File: src/design/b64le_pkg.sv
`timescale 1ns / 1ps
// ----------------------------------------------------------------------------
// b64le_pkg
// Shared types, constants and the symbol function of the base64 line encoder.
// ----------------------------------------------------------------------------
package b64le_pkg;

   localparam logic [7:0] CHAR_CR        = 8'd13;
   localparam logic [7:0] CHAR_PAD       = 8'd61;
   localparam logic [7:0] LINE_WIDTH_RST = 8'd76;

   localparam int SLOT_COUNT = 7;
   localparam int QUEUE_DEPTH = 2;
   localparam int QUEUE_PTR_W = $clog2(QUEUE_DEPTH);

   // Positions in the slot mask of a command.
   localparam logic [2:0] SLOT_SYM0     = 3'd0;
   localparam logic [2:0] SLOT_SYM1     = 3'd1;
   localparam logic [2:0] SLOT_SYM2     = 3'd2;
   localparam logic [2:0] SLOT_SYM3     = 3'd3;
   localparam logic [2:0] SLOT_GROUP_CR = 3'd4;
   localparam logic [2:0] SLOT_OPEN_CR  = 3'd5;
   localparam logic [2:0] SLOT_TERM_CR  = 3'd6;

   typedef struct packed {
      logic [23:0]           group_bits;
      logic [1:0]            pad;
      logic [SLOT_COUNT-1:0] slots;
   } cmd_type;

   function automatic logic [7:0] b64_symbol(input logic [5:0] idx);
      logic [7:0] sym;
      priority if (idx < 6'd26) begin
         sym = 8'd65 + {2'b00, idx};
      end else if (idx < 6'd52) begin
         sym = 8'd71 + {2'b00, idx};
      end else if (idx < 6'd62) begin
         sym = {2'b00, idx} - 8'd4;
      end else if (idx == 6'd62) begin
         sym = 8'd43;
      end else begin
         sym = 8'd47;
      end
      return sym;
   endfunction

endpackage

File: src/design/b64le_front.sv
`timescale 1ns / 1ps
// ----------------------------------------------------------------------------
// b64le_front
// Gathers bytes into groups, tracks the line position and turns each request
// into a command that lists the characters it causes.
// ----------------------------------------------------------------------------
module b64le_front (
   input  logic               clock,
   input  logic               reset,
   input  logic               csr_wr_en,
   input  logic [7:0]         csr_wr_data,
   input  logic               accept,
   input  logic [7:0]         data_byte,
   input  logic               byte_valid,
   input  logic               end_of_stream,
   output logic               cmd_push,
   output b64le_pkg::cmd_type cmd
);

   localparam int SLOT_SYM3_IDX = int'(b64le_pkg::SLOT_SYM3);

   logic [7:0]  line_width_ff, line_width_in;
   logic [15:0] bytes_ff, bytes_in;
   logic [1:0]  count_ff, count_in;
   logic [7:0]  pos_ff, pos_in;
   logic [8:0]  pos_next;

   always_comb begin
      bytes_in = bytes_ff;
      count_in = count_ff;
      pos_in   = pos_ff;
      cmd      = '0;
      pos_next = {1'b0, pos_ff} + 9'd4;
      if (byte_valid) begin
         unique case (count_ff)
            2'd0: begin
               bytes_in = {data_byte, 8'h00};
               count_in = 2'd1;
            end
            2'd1: begin
               bytes_in = {bytes_ff[15:8], data_byte};
               count_in = 2'd2;
            end
            default: begin
               cmd.group_bits = {bytes_ff, data_byte};
               cmd.slots[SLOT_SYM3_IDX:0] = '1;
               bytes_in = '0;
               count_in = 2'd0;
               if ((pos_next >= {1'b0, line_width_ff}) || end_of_stream) begin
                  cmd.slots[b64le_pkg::SLOT_GROUP_CR] = 1'b1;
                  pos_in = '0;
               end else begin
                  pos_in = pos_next[7:0];
               end
            end
         endcase
      end
      if (end_of_stream) begin
         if (count_in == 2'd1) begin
            cmd.group_bits = {bytes_in[15:8], 16'h0000};
            cmd.pad = 2'd2;
            cmd.slots[SLOT_SYM3_IDX:0] = '1;
            cmd.slots[b64le_pkg::SLOT_GROUP_CR] = 1'b1;
         end else if (count_in == 2'd2) begin
            cmd.group_bits = {bytes_in, 8'h00};
            cmd.pad = 2'd1;
            cmd.slots[SLOT_SYM3_IDX:0] = '1;
            cmd.slots[b64le_pkg::SLOT_GROUP_CR] = 1'b1;
         end else if (pos_in != 8'd0) begin
            cmd.slots[b64le_pkg::SLOT_OPEN_CR] = 1'b1;
         end
         cmd.slots[b64le_pkg::SLOT_TERM_CR] = 1'b1;
         bytes_in = '0;
         count_in = 2'd0;
         pos_in   = '0;
      end
   end

   assign cmd_push      = accept && (|cmd.slots);
   assign line_width_in = csr_wr_en ? csr_wr_data : line_width_ff;

   always_ff @(posedge clock) begin
      if (reset) begin
         line_width_ff <= b64le_pkg::LINE_WIDTH_RST;
         bytes_ff      <= '0;
         count_ff      <= '0;
         pos_ff        <= '0;
      end else begin
         line_width_ff <= line_width_in;
         if (accept) begin
            bytes_ff <= bytes_in;
            count_ff <= count_in;
            pos_ff   <= pos_in;
         end
      end
   end

endmodule

File: src/design/b64le_queue.sv
`timescale 1ns / 1ps
// ----------------------------------------------------------------------------
// b64le_queue
// Short command queue between the front and the back.
// ----------------------------------------------------------------------------
module b64le_queue (
   input  logic               clock,
   input  logic               reset,
   input  logic               push,
   input  b64le_pkg::cmd_type push_cmd,
   output logic               full,
   input  logic               pop,
   output b64le_pkg::cmd_type head_cmd,
   output logic               empty
);

   localparam int PTR_W = b64le_pkg::QUEUE_PTR_W;

   b64le_pkg::cmd_type entries_ff [b64le_pkg::QUEUE_DEPTH];
   logic [PTR_W-1:0]   wr_ptr_ff, wr_ptr_in;
   logic [PTR_W-1:0]   rd_ptr_ff, rd_ptr_in;
   logic [PTR_W:0]     count_ff, count_in;
   logic               do_push, do_pop;

   assign full     = (count_ff == (PTR_W + 1)'(b64le_pkg::QUEUE_DEPTH));
   assign empty    = (count_ff == '0);
   assign do_push  = push && !full;
   assign do_pop   = pop && !empty;
   assign head_cmd = entries_ff[rd_ptr_ff];

   always_comb begin
      wr_ptr_in = wr_ptr_ff;
      rd_ptr_in = rd_ptr_ff;
      count_in  = count_ff;
      if (do_push) begin
         wr_ptr_in = (wr_ptr_ff == PTR_W'(b64le_pkg::QUEUE_DEPTH - 1)) ? '0 : wr_ptr_ff + 1'b1;
      end
      if (do_pop) begin
         rd_ptr_in = (rd_ptr_ff == PTR_W'(b64le_pkg::QUEUE_DEPTH - 1)) ? '0 : rd_ptr_ff + 1'b1;
      end
      if (do_push && !do_pop) begin
         count_in = count_ff + 1'b1;
      end else if (do_pop && !do_push) begin
         count_in = count_ff - 1'b1;
      end
   end

   always_ff @(posedge clock) begin
      if (reset) begin
         wr_ptr_ff <= '0;
         rd_ptr_ff <= '0;
         count_ff  <= '0;
      end else begin
         wr_ptr_ff <= wr_ptr_in;
         rd_ptr_ff <= rd_ptr_in;
         count_ff  <= count_in;
      end
   end

   always_ff @(posedge clock) begin
      if (do_push) begin
         entries_ff[wr_ptr_ff] <= push_cmd;
      end
   end

endmodule

File: src/design/b64le_back.sv
`timescale 1ns / 1ps
// ----------------------------------------------------------------------------
// b64le_back
// Walks the slots of one command into the output register, one character per
// cycle while that register is empty or being popped.
// ----------------------------------------------------------------------------
module b64le_back (
   input  logic               clock,
   input  logic               reset,
   input  b64le_pkg::cmd_type head_cmd,
   input  logic               q_empty,
   output logic               q_pop,
   input  logic               rsp_pop,
   output logic               rsp_empty,
   output logic [7:0]         rsp_out_char,
   output logic               rsp_run_last
);

   localparam int NS = b64le_pkg::SLOT_COUNT;

   b64le_pkg::cmd_type cmd_ff, cmd_in;
   logic [NS-1:0] rem_ff, rem_in, rem_left, rem_after, low_bit;
   logic [2:0]    sel;
   logic          advance, load, taken;
   logic          out_valid_ff, out_valid_in;
   logic [7:0]    out_char_ff, out_char_in;
   logic          out_last_ff, out_last_in;

   always_comb begin
      sel = '0;
      for (int i = NS - 1; i >= 0; i--) begin
         if (rem_ff[i]) begin
            sel = 3'(i);
         end
      end
      low_bit = NS'(1) << sel;
   end

   always_comb begin
      unique case (sel)
         b64le_pkg::SLOT_SYM0: out_char_in = b64le_pkg::b64_symbol(cmd_ff.group_bits[23:18]);
         b64le_pkg::SLOT_SYM1: out_char_in = b64le_pkg::b64_symbol(cmd_ff.group_bits[17:12]);
         b64le_pkg::SLOT_SYM2: out_char_in = cmd_ff.pad[1] ? b64le_pkg::CHAR_PAD :
                                             b64le_pkg::b64_symbol(cmd_ff.group_bits[11:6]);
         b64le_pkg::SLOT_SYM3: out_char_in = (|cmd_ff.pad) ? b64le_pkg::CHAR_PAD :
                                             b64le_pkg::b64_symbol(cmd_ff.group_bits[5:0]);
         default:              out_char_in = b64le_pkg::CHAR_CR;
      endcase
   end

   assign taken        = rsp_pop && out_valid_ff;
   assign advance      = (|rem_ff) && (!out_valid_ff || rsp_pop);
   assign rem_left     = rem_ff & ~low_bit;
   assign rem_after    = advance ? rem_left : rem_ff;
   assign load         = (rem_after == '0) && !q_empty;
   assign q_pop        = load;
   assign rem_in       = load ? head_cmd.slots : rem_after;
   assign cmd_in       = load ? head_cmd : cmd_ff;
   assign out_last_in  = (rem_left == '0);
   assign out_valid_in = advance || (out_valid_ff && !taken);

   always_ff @(posedge clock) begin
      if (reset) begin
         rem_ff       <= '0;
         out_valid_ff <= 1'b0;
      end else begin
         rem_ff       <= rem_in;
         out_valid_ff <= out_valid_in;
      end
   end

   always_ff @(posedge clock) begin
      cmd_ff <= cmd_in;
      if (advance) begin
         out_char_ff <= out_char_in;
         out_last_ff <= out_last_in;
      end
   end

   assign rsp_empty    = !out_valid_ff;
   assign rsp_out_char = out_char_ff;
   assign rsp_run_last = out_last_ff;

endmodule

File: src/design/base64_line_encoder_top.sv
`timescale 1ns / 1ps
// A request's first character passes the command queue, the command register and the output
// register before it shows on the result side. Throughput: one request per cycle is taken while
// the command queue has room; the back emits one character per cycle while rsp_pop is high.
// Reset: synchronous, active high; clears queue, group state and line position, and sets
// the line width to 76.
// ----------------------------------------------------------------------------
// base64_line_encoder_top
// Byte stream to base64 text with carriage returns at line ends.
// ----------------------------------------------------------------------------
module base64_line_encoder_top (
   input  logic       clock,
   input  logic       reset,
   input  logic       csr_wr_en,
   input  logic [7:0] csr_wr_data,
   input  logic       req_push,
   output logic       req_full,
   input  logic [7:0] req_data_byte,
   input  logic       req_byte_valid,
   input  logic       req_end_of_stream,
   output logic       rsp_empty,
   input  logic       rsp_pop,
   output logic [7:0] rsp_out_char,
   output logic       rsp_run_last
);

   b64le_pkg::cmd_type push_cmd, head_cmd;
   logic               cmd_push, q_full, q_empty, q_pop, accept;

   assign req_full = q_full;
   assign accept   = req_push && !q_full;

   b64le_front u_front (
      .clock         (clock),
      .reset         (reset),
      .csr_wr_en     (csr_wr_en),
      .csr_wr_data   (csr_wr_data),
      .accept        (accept),
      .data_byte     (req_data_byte),
      .byte_valid    (req_byte_valid),
      .end_of_stream (req_end_of_stream),
      .cmd_push      (cmd_push),
      .cmd           (push_cmd)
   );

   b64le_queue u_queue (
      .clock    (clock),
      .reset    (reset),
      .push     (cmd_push),
      .push_cmd (push_cmd),
      .full     (q_full),
      .pop      (q_pop),
      .head_cmd (head_cmd),
      .empty    (q_empty)
   );

   b64le_back u_back (
      .clock        (clock),
      .reset        (reset),
      .head_cmd     (head_cmd),
      .q_empty      (q_empty),
      .q_pop        (q_pop),
      .rsp_pop      (rsp_pop),
      .rsp_empty    (rsp_empty),
      .rsp_out_char (rsp_out_char),
      .rsp_run_last (rsp_run_last)
   );

endmodule

File: config.mk
export PLATFORM = sky130hd
export DESIGN_NAME = base64_line_encoder_top
export DESIGN_NICKNAME = d
export VERILOG_FILES = /design/src/design/b64le_pkg.sv /design/src/design/b64le_front.sv /design/src/design/b64le_queue.sv /design/src/design/b64le_back.sv /design/src/design/base64_line_encoder_top.sv
export SDC_FILE = /design/constraint.sdc
export NUM_CORES = 1
export LEC_CHECK = 0
export BUFFER_PORTS_ARGS = -buffer_cell sky130_fd_sc_hd__buf_2
export CORE_ASPECT_RATIO = 1.1
export CORE_MARGIN = 5
export CORE_UTILIZATION = 62
export DETAILED_ROUTE_END_ITERATION = 16
export GPL_TIMING_DRIVEN = 0
export PLACE_DENSITY = 0.91
export SKIP_LAST_GASP = 1
export SLEW_MARGIN = 20
export SYNTH_ARGS = -nofsm -noshare
export SYNTH_HDL_FRONTEND = slang
export SYNTH_HIERARCHICAL = 1
export SYNTH_SLANG_ARGS = --single-unit
File: constraint.sdc
create_clock -name clock -period 4.75 [get_ports clock]
set_clock_uncertainty 0.15 [all_clocks]
set_input_delay 0.2375 -clock clock [delete_from_list [all_inputs] [get_ports clock]]
set_output_delay 0.2375 -clock clock [all_outputs]
set_load 0.02 [all_outputs]
======== Word-level counts from Yosys, hierarchy flattened ========
Memories as Yosys holds them, arrays and structs flattened. A register that Yosys moved wholly into a read port is not among the register bits.
Cells that the tools add are included.
word-level totals
  register bits ........................... 81
  memory bits (writable) .................. 66
  input port bits ......................... 23
  output and inout port bits .............. 11
  logic and storage cells ................. 147
  memories kept ........................... 1
memory list
  memory              depth  width  read ports  clocked after memory_dff  wr ports  RTL line           RTL
  u_queue.entries_ff  2      33     1           1                         1         b64le_queue.sv:19  b64le_pkg::cmd_type entries_ff [b64le_pkg::QUEUE_DEPTH];
cells by class
  add/subtract/negate cells ............... 17
  magnitude comparators ................... 13
  eq/ne operators ......................... 11
  shift-type cells ........................ 1
  muxes and demuxes ....................... 59
  bitwise operators ....................... 2
  reduce and logical (&&, ||, !) cells .... 30
operators by type and width
  kind                   count
  $mux W8                18
  $add A7 B6 Y8 const A  8
  $mux W26               2
  $lt A6 B6 Y1 const B   8
  $mux W24               2
  $mux W3                11
  $mux W33               1
  $mux W16               2
  $pmux W16 S2           1
  $pmux W8 S4            1
  $sub A6 B3 Y7 const B  4
  $eq A6 B6 Y1 const B   4
  $lt A6 B5 Y1 const B   4
  $mux W5                4
  $logic_not A7 Y1       2
  $mux W7                2
  $reduce_or A7 Y1       2
  $logic_and A1 B1 Y1    10
  $mux W1                10
  $add A8 B3 Y9 const B  1
  $ge A9 B8 Y1           1
  $mux W2                4
  $reduce_bool A8 Y1     1
  $and A7 B7 Y7          1
  16 further kinds       29

======== Depth between registers and ports, before layout ========
Gate-level depths: netlist of the first run.
  depth in word-level cells ............... 18
  mapped depth ............................ 11
  gate-level depth less buffers ........... 10

======== By module ========
The synthesis of the first run kept the hierarchy.
modules (own cells, without submodules)
  module                   times used  cells an instance  area an instance (µm²)  sequential area each (µm²)
  b64le_back               1           375                3306.9                  1211.2
  b64le_queue              1           128                2591.2                  2082.0
  b64le_front              1           261                2142.1                  680.7
  base64_line_encoder_top  1           1                  13.8                    0.0

======== Worst setup path before layout of the first run ========
Ideal clock, no wire load.
  path type ............................... register to register
  start point ............................. register u_back.rem_ff[1]
  end point ............................... register u_queue.count_ff[1]
  setup time .............................. 70 ps
  data arrival time ....................... 3704 ps
  required time ........................... 4530 ps
  slack ................................... 826 ps
  stages on the path, launching flop included .. 10
  path buffers ............................ 1
  period minus slack after synthesis ...... 3924 ps
  path through ............................ dfxtp_1 > buf_2 > o41ai_1 > and3b_1 > o2111ai_1 > nor2b_1 > o21ai_0 > ha_1 > or3_1 > a21oi_1
between the ends
  longest elaborated chain between the ends .. 12
  elaborated cells on any way between the ends .. 16
  those cells by class .................... shift (1); mux (4); bitwise (2); reduce/logical (9)
ends and longest elaborated chain
  what                                           RTL line                       RTL
  from (decl)                                    b64le_back.sv:22               logic [NS-1:0] rem_ff, rem_in, rem_left, rem_after, low_bit;
  from (signal assigned)                         b64le_back.sv:67               rem_ff <= rem_in;
  $mux W3 (2 in series)                          b64le_back.sv:32               if (rem_ff[i]) begin
  $shl A1 B3 Y7                                  b64le_back.sv:36               low_bit = NS'(1) << sel;
  $not A7 Y7                                     b64le_back.sv:53               assign rem_left = rem_ff & ~low_bit;
  $and A7 B7 Y7                                  b64le_back.sv:53
  $mux W7 (*)                                    b64le_back.sv:54               assign rem_after = advance ? rem_left : rem_ff;
  $logic_not A7 Y1 (*)                           b64le_back.sv:55               assign load = (rem_after == '0) && !q_empty;
  $logic_and A1 B1 Y1 (*)                        b64le_back.sv:55
  via q_pop                                      base64_line_encoder_top.sv:28  logic cmd_push, q_full, q_empty, q_pop, accept;
  $logic_and A1 B1 Y1 (*)                        b64le_queue.sv:28              assign do_pop = pop && !empty;
  $logic_not A1 Y1                               b64le_queue.sv:41              if (do_push && !do_pop) begin
  $logic_and A1 B1 Y1                            b64le_queue.sv:41
  $mux W2 or $reduce_bool A2 Y1 (tied branches)  n/a
  to (signal assigned)                           b64le_queue.sv:56              count_ff <= count_in;
  to (decl)                                      b64le_queue.sv:22              logic [PTR_W:0] count_ff, count_in;
The timed path passes the listed nets; every way through them passes the cells marked *.
A chain may end at the register's enable or synchronous reset.

======== Worst setup path in the final report of the first run ========
  start point ............................. register u_back.rem_ff[2]
  end point ............................... register u_queue.count_ff[1]
between the ends
  longest elaborated chain between the ends .. 13
  elaborated cells on any way between the ends .. 17
  those cells by class .................... shift (1); mux (5); bitwise (2); reduce/logical (9)
ends and longest elaborated chain
  what                                           RTL line
  $mux W3 (3 in series)                          b64le_back.sv:32
  $shl A1 B3 Y7                                  b64le_back.sv:36
  $not A7 Y7                                     b64le_back.sv:53
  $and A7 B7 Y7                                  b64le_back.sv:53
  $mux W7 (*)                                    b64le_back.sv:54
  $logic_not A7 Y1 (*)                           b64le_back.sv:55
  $logic_and A1 B1 Y1 (*)                        b64le_back.sv:55
  via q_pop                                      base64_line_encoder_top.sv:28
  $logic_and A1 B1 Y1 (*)                        b64le_queue.sv:28
  $logic_not A1 Y1                               b64le_queue.sv:41
  $logic_and A1 B1 Y1                            b64le_queue.sv:41
  $mux W2 or $reduce_bool A2 Y1 (tied branches)  n/a
Marked as above.

==> results of run 1 <==
kinds of logic after synthesis:
kind of cell / after synthesis
AOI/OAI and AO/OA: 217
and+or+nand+nor: 213
DFF: 148
buffers and inverters: 95
muxes: 43
adders and majority gates: 32
xor gates and xnor gates: 17
power breakdown:
group | total [mW] | switching [mW] | leakage [nW] | internal (mW)
sequential | 2.01 | 0.220 | 1.34 | 1.79
combinational | 2.41 | 1.48 | 1.89 | 0.933
clock | 1.34 | 0.531 | 0.292 | 0.813
state kept, by name, indices dropped and copies added (netlist names), 7 cells and up, named ones only:
signal,cells
u_back/rem_ff,7
u_front/bytes_ff,16
u_front/line_width_ff,8
u_front/pos_ff,8
u_back/rsp_out_char,8
u_queue/entries_ff,66
u_back/cmd_ff,26
critical path: cells and delay by family, from the launching register on:
kind | cells | cell delay, ps
AND/OR/NAND/NOR | 5 | 1680
flip-flops | 1 | 310
adder cells (fa/ha/maj) | 1 | 410
buffers and inverters | 1 | 180
AO/OA/AOI/OAI | 3 | 720
metal layers:
layer	routed length, um	global-route usage [%]	vias up
li1	-	-	3006
met1	7108	28.06	2940
met2	8892	41.07	296
met3	1113	4.801	47
met4	545	9.884	0
met5	0	0	-
through the flow:
| step | total power, mW | worst slack (ps) |
|---|---|---|
| 3_3_place_gp | 4.295 | 119.2 |
| 4_1_cts | 5.734 | 1240 |
| 6_report | 5.766 | 1207 |
| 3_5_place_dp | 4.369 | 1268 |
| 5_1_grt | 6.120 | 974.0 |
| 2_1_floorplan | 3.802 | 826.0 |
final timing paths:
check,slack [ps],startpoint,cells past startpoint,endpoint
max,1210,u_back/rem_ff[2],10,u_queue/count_ff[1]
min reg2reg,330,u_queue/wr_ptr_ff,2,u_queue/wr_ptr_ff
max reg2reg,1210,u_back/rem_ff[2],10,u_queue/count_ff[1]
min,20,req_data_byte[5],3,u_front/bytes_ff[5]
Yosys cell counts (5+ instances only):
library cell / instances
sky130_fd_sc_hd__buf_2: 15
sky130_fd_sc_hd__and2_1: 12
sky130_fd_sc_hd__o211ai_1: 10
sky130_fd_sc_hd__nor3_1: 17
sky130_fd_sc_hd__o21ai_0: 33
sky130_fd_sc_hd__nand2b_1: 9
sky130_fd_sc_hd__ha_1: 30
sky130_fd_sc_hd__a22o_1: 9
sky130_fd_sc_hd__edfxtp_1: 101
sky130_fd_sc_hd__inv_1: 53
sky130_fd_sc_hd__a31oi_1: 12
sky130_fd_sc_hd__a22oi_1: 18
sky130_fd_sc_hd__mux2_2: 35
sky130_fd_sc_hd__nand3_1: 14
sky130_fd_sc_hd__a21oi_1: 53
sky130_fd_sc_hd__o2bb2ai_1: 10
sky130_fd_sc_hd__mux2i_1: 8
sky130_fd_sc_hd__xnor2_1: 11
sky130_fd_sc_hd__and3_1: 14
sky130_fd_sc_hd__nor2_1: 51
sky130_fd_sc_hd__dfxtp_1: 47
sky130_fd_sc_hd__a211oi_1: 6
sky130_fd_sc_hd__buf_4: 5
sky130_fd_sc_hd__or3_1: 5
sky130_fd_sc_hd__nand4_1: 7
sky130_fd_sc_hd__clkbuf_1: 17
sky130_fd_sc_hd__xor2_1: 6
sky130_fd_sc_hd__a21o_1: 7
sky130_fd_sc_hd__nand2_1: 49
cell type report:
class / instances / share of cell area (%)
flip-flops and latches: 148 / 43.36
multi-input cells: 522 / 40.10
clock buffers: 20 / 4.997
repair buffers: 45 / 3.331
plain buffers: 41 / 2.307
inverters: 54 / 2.212
well taps: 157 / 2.143
clock inverters: 12 / 1.556
timing repair:
action,CTS,global route
hold buffers,13,0
buffers inserted,0,0
setup endpoints to repair,0,0
hold endpoints to repair,16,0
==> flow_results.org, run 1 <==
** Outcome
- Result of the run :: complete, no violations

** Placement
- The placed instances occupy a cell area of 0.008434 mm^2.
- After detailed placement, the design holds a cell count of around 950.
- Routability-driven placement finished with a final weighted congestion of 0.9122.
- In this run the tool buffered the top-level ports with 31 buffer cells.
- Detailed-placement wirelength estimate :: around 12000 um

** Logic synthesis
- The share of synthesized area in the top cell type comes to 37.66%.
- Of all flip-flops after synthesis, the portion carrying an async set or reset was 0%.
- Leading post-synthesis cells by cell area :: sky130_fd_sc_hd__edfxtp_1 (38%), sky130_fd_sc_hd__dfxtp_1 (12%), sky130_fd_sc_hd__mux2_2 (4.9%)
- After Yosys synthesis, full adders, half adders and majority gates account for 4.909% of the synthesized area.
- Synthesis handed over a netlist of 765 instances.
- After synthesis, the largest family of logic cells by area is compound AO/OA/AOI/OAI gates.
- Per-instance average area after synthesis :: ~11 um^2
- Flip-flop and latch count after synthesis :: approximately 150
- In this run the cell area of the synthesized design comes to around 0.008 mm^2.
- Cell type with the largest total area after synthesis :: sky130_fd_sc_hd__edfxtp_1
- After Yosys synthesis, and, or, nand and nor cells account for about 14% of the synthesized area.
- Compound-gate portion of the synthesized area :: 18.92%
- The Yosys step of the flow raised 6 warnings.
- Among all flip-flop cells after synthesis, the most frequent one is sky130_fd_sc_hd__edfxtp_1.
- Portion of the post-synthesis area used by sequential elements :: 49.34%
- Share of the synthesized netlist area taken by xor and xnor gates :: under 10%
- The synthesized design contains a little over 100 enable-type register cells.
- Synthesized netlist net count :: 818
- Multiplexer area fraction after synthesis :: under 10%
- Distinct cell type count after synthesis :: between 80 and 90

** Clocking
- Worst-path clk slew :: around 60 ps
- Maximum buffer depth of the clock tree :: 2
- Clock tree synthesis found a total of ~150 sinks.
- TritonCTS built the clock tree.
- At the later pin of the worst-skew pair, clock insertion delay measures 430 ps.
- Total number of H-tree levels :: 4
- CTS Buf Count :: 17
- Count of instances resized after the clock tree is built :: 0
- Clock root buffer :: sky130_fd_sc_hd__clkbuf_16

** Finish
- Multi-input gate area :: 0.003675 mm^2
- Leaving out fill and tap cells, the most frequent cell in the layout is sky130_fd_sc_hd__edfxtp_1.
- Post-route cell area :: between 0.009 and 0.01 mm^2
- The net count of the finished layout is between 800 and 900.
- Antenna Cells :: 0
- Proportion of layout cells with a drive suffix above 1 :: between 10% and 20%
- From synthesis to final layout, the design area changed by 13.80%.
- Filler-free cell count of the finished design :: approximately 1000
- In the final layout, flip-flops and latches occupy approximately 0.0040 mm^2.
- Most used cells in the layout excluding fill and tap cells :: sky130_fd_sc_hd__edfxtp_1 (101), sky130_fd_sc_hd__a21oi_1 (53), sky130_fd_sc_hd__inv_1 (52)
- Fillcell total :: 834
- Final cell utilization of the core :: between 70 and 80%

** Timing
- Period utilisation layout :: about 75%
- Least-Margin Pin Slew :: 883.2 ps
- Setup repair after global routing left no endpoint under its margin.
- Setup-violating endpoint count in the final report :: 0
- Slew Limit Headroom :: around two fifths
- The final-report max-slew violation count came to 0.
- Adding up every negative setup slack in the final design gives 0 ps.
- Final Critical Period :: around 3500 ps
- Achievable clock frequency :: approximately 0.28 GHz
- Hold is met by ~24 ps.
- The final count of hold timing violations is 0.

** Floorplanning
- Row generation in the floorplan step produced between 40 and 50 rows.
- Core area :: 0.01270 mm^2
- The die covers approximately 0.015 mm^2.
- The die is 129.5 um tall.
- The floorplan step set the die width to 118.7 um.
- Initial core utilization :: a little under two thirds
- I/O pin count :: 34

** Power
- VDD sags by at most ~0.32 mV.
- In this run the power density over the cells is 629.1 mW/mm^2.
- LEAKAGE :: 3.519 nW

** Min path
- The min-delay analysis places its worst path in the category input port to flip-flop.

** Critical path
- Endpoint required time on the critical path :: between 4000 and 5000 ps
- STA classifies the critical path startpoint as a flip-flop.
- Ordered list of cells on the worst path :: buf_2, nor4_4, nand4_1, nand2_1, o2111ai_1, nor2b_4, o21ai_0, ha_1, or3_1, a21oi_1
- At the worst endpoint, the arrival time is around 3800 ps.
- Along the worst path, the maximum fanout reaches 27.
- The largest individual stage delay along the critical path comes from the cell sky130_fd_sc_hd__nor2b_4.
- Kind of capture point of the worst setup path :: flip-flop
- Critical path class :: flip-flop to flip-flop
- In this design, the stage delay of the slowest critical-path cell is around 650 ps.

** Global routing
- Vias in the first global route :: around 6000
- The first global-routing pass estimated roughly 29000 um of wire.
- GRT overflow :: 0
- Total routing usage reported by global routing :: a little under a quarter
- Initial antenna violation count :: 0
- Entering global routing, the biggest net connects 34 pins.

** Routing
- The routed design has roughly 18000 um of wire.
- Number of DRC markers after the initial detailed-route iteration :: roughly 560
- Post-DRT Antenna Nets :: 0
- In the final routed layout, each cell accounts on average for approximately 18 um.
- Number of search-and-repair iterations in the first detailed-routing pass :: 6
- Via Count :: 6289
- For this run, design rule violations remaining after detail routing come to 0.
- In the routed layout, each cell is associated on average with a via count of approximately 6.3.

** Run
- Max-cap violations in this run came to 0.
Note: power is estimated with default switching activity, not from simulation.
==> run 2, diff against run 1 <==
Clock period 4.75 ns to 3.3 ns, I/O delays scaled along.
==> flow_results.org, run 2 (synthesis results as in run 1) <==
** Finish
- Largest register FFs :: 66 (unchanged)
- The top cell types in the final layout, fill and taps aside, are sky130_fd_sc_hd__edfxtp_1 (101), sky130_fd_sc_hd__a21oi_1 (53), sky130_fd_sc_hd__inv_1 (52).
- Most common cell after layout, fill and taps aside :: sky130_fd_sc_hd__edfxtp_1
- Final-stage net count :: 890 (+0.91%)
- Top Registers :: u_queue/entries_ff (66), u_back/cmd_ff (26), u_front/bytes_ff (16)
- u_queue/entries_ff holds more flip-flops than any other register.
- Final cell utilization of the core :: 72.73% (+0.55 points)
- Proportion of layout cells with a drive suffix above 1 :: 16.82% (-0.041 points)
- Antenna Cells :: 0 (unchanged)
- Post-route cell area :: 0.009235 mm^2 (+0.76%)
- Layout overhead on the synthesized area :: 14.67%

** Floorplanning
- Vertical die dimension :: 129.5 um (unchanged)
- The initial core utilization is 63.43% (unchanged).
- The floorplan row count was 43 (unchanged).
- The die extent in x is 118.7 um (unchanged).
- I/O pin count :: 34 (unchanged)
- Core area :: 0.01270 mm^2 (unchanged)
- The area of the die came to 0.01537 mm^2 (unchanged).

** Clocking
- Clock root buffer :: sky130_fd_sc_hd__clkbuf_16
- Total number of H-tree levels :: 4 (unchanged)
- The clock latency of the later-clocked register in the worst-skew pair came to 430 ps (about the same).
- The clock transition at the register clock pins on the worst setup and hold paths after CTS was 60 ps (about the same).
- Total number of clock tree sinks :: 148 (unchanged)
- Maximum buffer depth of the clock tree :: 2 (unchanged)
- TritonCTS built the clock tree.
- The CTS buffer count is 17 (unchanged).

** Timing
- The final-report max-slew violation count was 0 (unchanged).
- The achievable frequency is 0.3142 GHz (+11%).
- Slew Limit Headroom :: 40.83% (-0.29 points)
- Period utilisation layout :: 96.45% (+22 points)
- Worst-case setup margin in the final layout :: 117.3 ps (-1090 ps)
- The number of endpoints failing setup at the final stage was 0 (unchanged).
- The final worst hold slack was 92.19 ps (+67.77 ps).
- Final Critical Period :: 3183 ps (-360.4 ps)
- Hold Vio Cnt, Final :: 0 (unchanged)
- Least-Margin Pin Slew :: 887.6 ps (+4.410 ps)

** Routing
- The wire length per cell after detailed routing was 18.41 um (+4.1%).
- Average vias per placed instance :: 6.404 (+1.7%)
- Number of DRC markers after the initial detailed-route iteration :: 668 (+19%)
- Wire length reported by the detailed router :: 18540 um (+5.0%)
- Via Count :: 6449 (+2.5%)
- DRC violation count after routing :: 0 (unchanged)
- The iteration count of the initial detailed-routing pass was 6 (unchanged).
- Post-DRT Antenna Nets :: 0 (unchanged)

** Placement
- The detailed placement HPWL is 12270 um (+1.8%).
- Final GP Congestion :: 0.9369 (+2.7%)
- The total of buffers placed on input and output ports came to 31 (unchanged).
- Area after DPL :: 0.008414 mm^2 (-0.24%)
- The setup slack after placement was -281.6 ps (-1549 ps).

** Power
- The final total power is 8.393 mW (+46%).
- The power per cell area was 908.9 mW/mm^2 (+44%).
- LEAKAGE :: 3.550 nW (+0.89%)
- The peak supply drop is 0.3835 mV (+20%).

** Global routing
- Initial antenna violation count :: 0 (unchanged)
- Pin count of the biggest net entering global routing :: 34 (unchanged)
- The total congestion overflow after global routing came to 0 (unchanged).
- The number of global-route vias before repair was 6202 (+5.1%).
- The total routing usage reported by global routing was 24.90% (+1.6 points).
- The first-pass GRT wire length is 30520 um (+6.6%).

** Critical path
- End of the worst register-to-register path :: u_queue/entries_ff[0][4]
- Data arrival time of the critical path :: 3180 ps (-570 ps)
- Kind of capture point of the worst setup path :: flip-flop
- Startpoint of the worst register-to-register path :: u_front/pos_ff[3]
- Ordered list of cells on the worst path :: ha_2, nand3_2, xnor2_1, ha_1, a21o_1, a211o_1, a311oi_4, a21oi_2, nand2b_1
- By startpoint and endpoint, the worst setup path is classified as flip-flop to flip-flop.
- Endpoint required time on the critical path :: 3300 ps (-1660 ps)
- STA classifies the critical path startpoint as a flip-flop.
- Slowest cell on the critical path :: sky130_fd_sc_hd__dfxtp_1
- The path depth of the worst reg2reg path came to 9 (-1).
- The largest stage delay on the critical path is 460 ps (-190 ps).
- Worst-case register-to-register setup slack :: 120 ps (-1090 ps)
- Crit Path Max Fanout :: 6 (-78%)

** Run
- The number of max-cap violations was 0 (unchanged).

** Min path
- End of the worst hold path :: u_queue/entries_ff[1][8]
- The number of cells on the worst hold path is 3 (unchanged).
- In this run the most critical hold path is launched from req_byte_valid.
- In this run the worst hold path is classified as input port to flip-flop.

** Outcome
- Result of the run :: complete, no violations
run 2: metrics by stage:
| stage | instances | TNS, ps |
|---|---|---|
| after floorplan | 765 | 0 |
| after global placement | 953 | -109.9 |
| after detailed placement | 953 | -305.3 |
| after CTS | 1007 | 0 |
| after global routing | 1007 | -8.242 |
| final | 1007 | 0 |
run 2: area by class of cell:
type,count,area [um^2]
timing repair buffer,52,362.8
clock inverter,14,172.7
clock buffer,18,429.2
fill,835,3462
buffer,41,211.5
tap,157,196.4
sequential,148,3974
inverter,54,202.7
multi-input combinational,523,3686
run 2: how the worst max path moves through the flow:
stage / from / endpoint / cells after the start
detailed placement: u_back/rem_ff[1] / u_queue/count_ff[1] / 9
floorplan: u_back/rem_ff[1] / u_queue/count_ff[1] / 9
CTS: u_front/pos_ff[3] / u_queue/entries_ff[0][4] / 9
finish: u_front/pos_ff[3] / u_queue/entries_ff[0][4] / 9
global placement: u_back/rem_ff[2] / u_queue/count_ff[1] / 10
global route: u_front/pos_ff[3] / u_queue/entries_ff[0][4] / 9
run 2: worst max-delay path, delay by kind of cell (launching register included):
| kind | cells | cell delay (ps) |
|---|---|---|
| xor+xnor | 1 | 240 |
| compound gates | 4 | 1100 |
| fa+ha+maj | 2 | 630 |
| flops | 1 | 460 |
| simple gates | 2 | 330 |
run 2: what timing repair did:
| action | in CTS | in global routing |
|---|---|---|
| hold buffers | 20 | 0 |
| setup endpoints to repair | 2 | 2 |
| resized for setup | 0 | 1 |
| buffers inserted | 1 | 0 |
| pin swaps | 0 | 0 |
| cloned | 1 | 0 |
| hold endpoints to repair | 32 | 0 |
run 2: routing by layer:
layer	global-route usage (%)	wire, um
met1	28.85	7279
met2	44.01	9345
met3	5.194	1169
met4	12.75	744
met5	0	0
run 2: where the power goes:
| part | switching (mW) | internal [mW] |
|---|---|---|
| logic | 2.18 | 1.36 |
| registers | 0.324 | 2.57 |
| clock network | 0.755 | 1.20 |
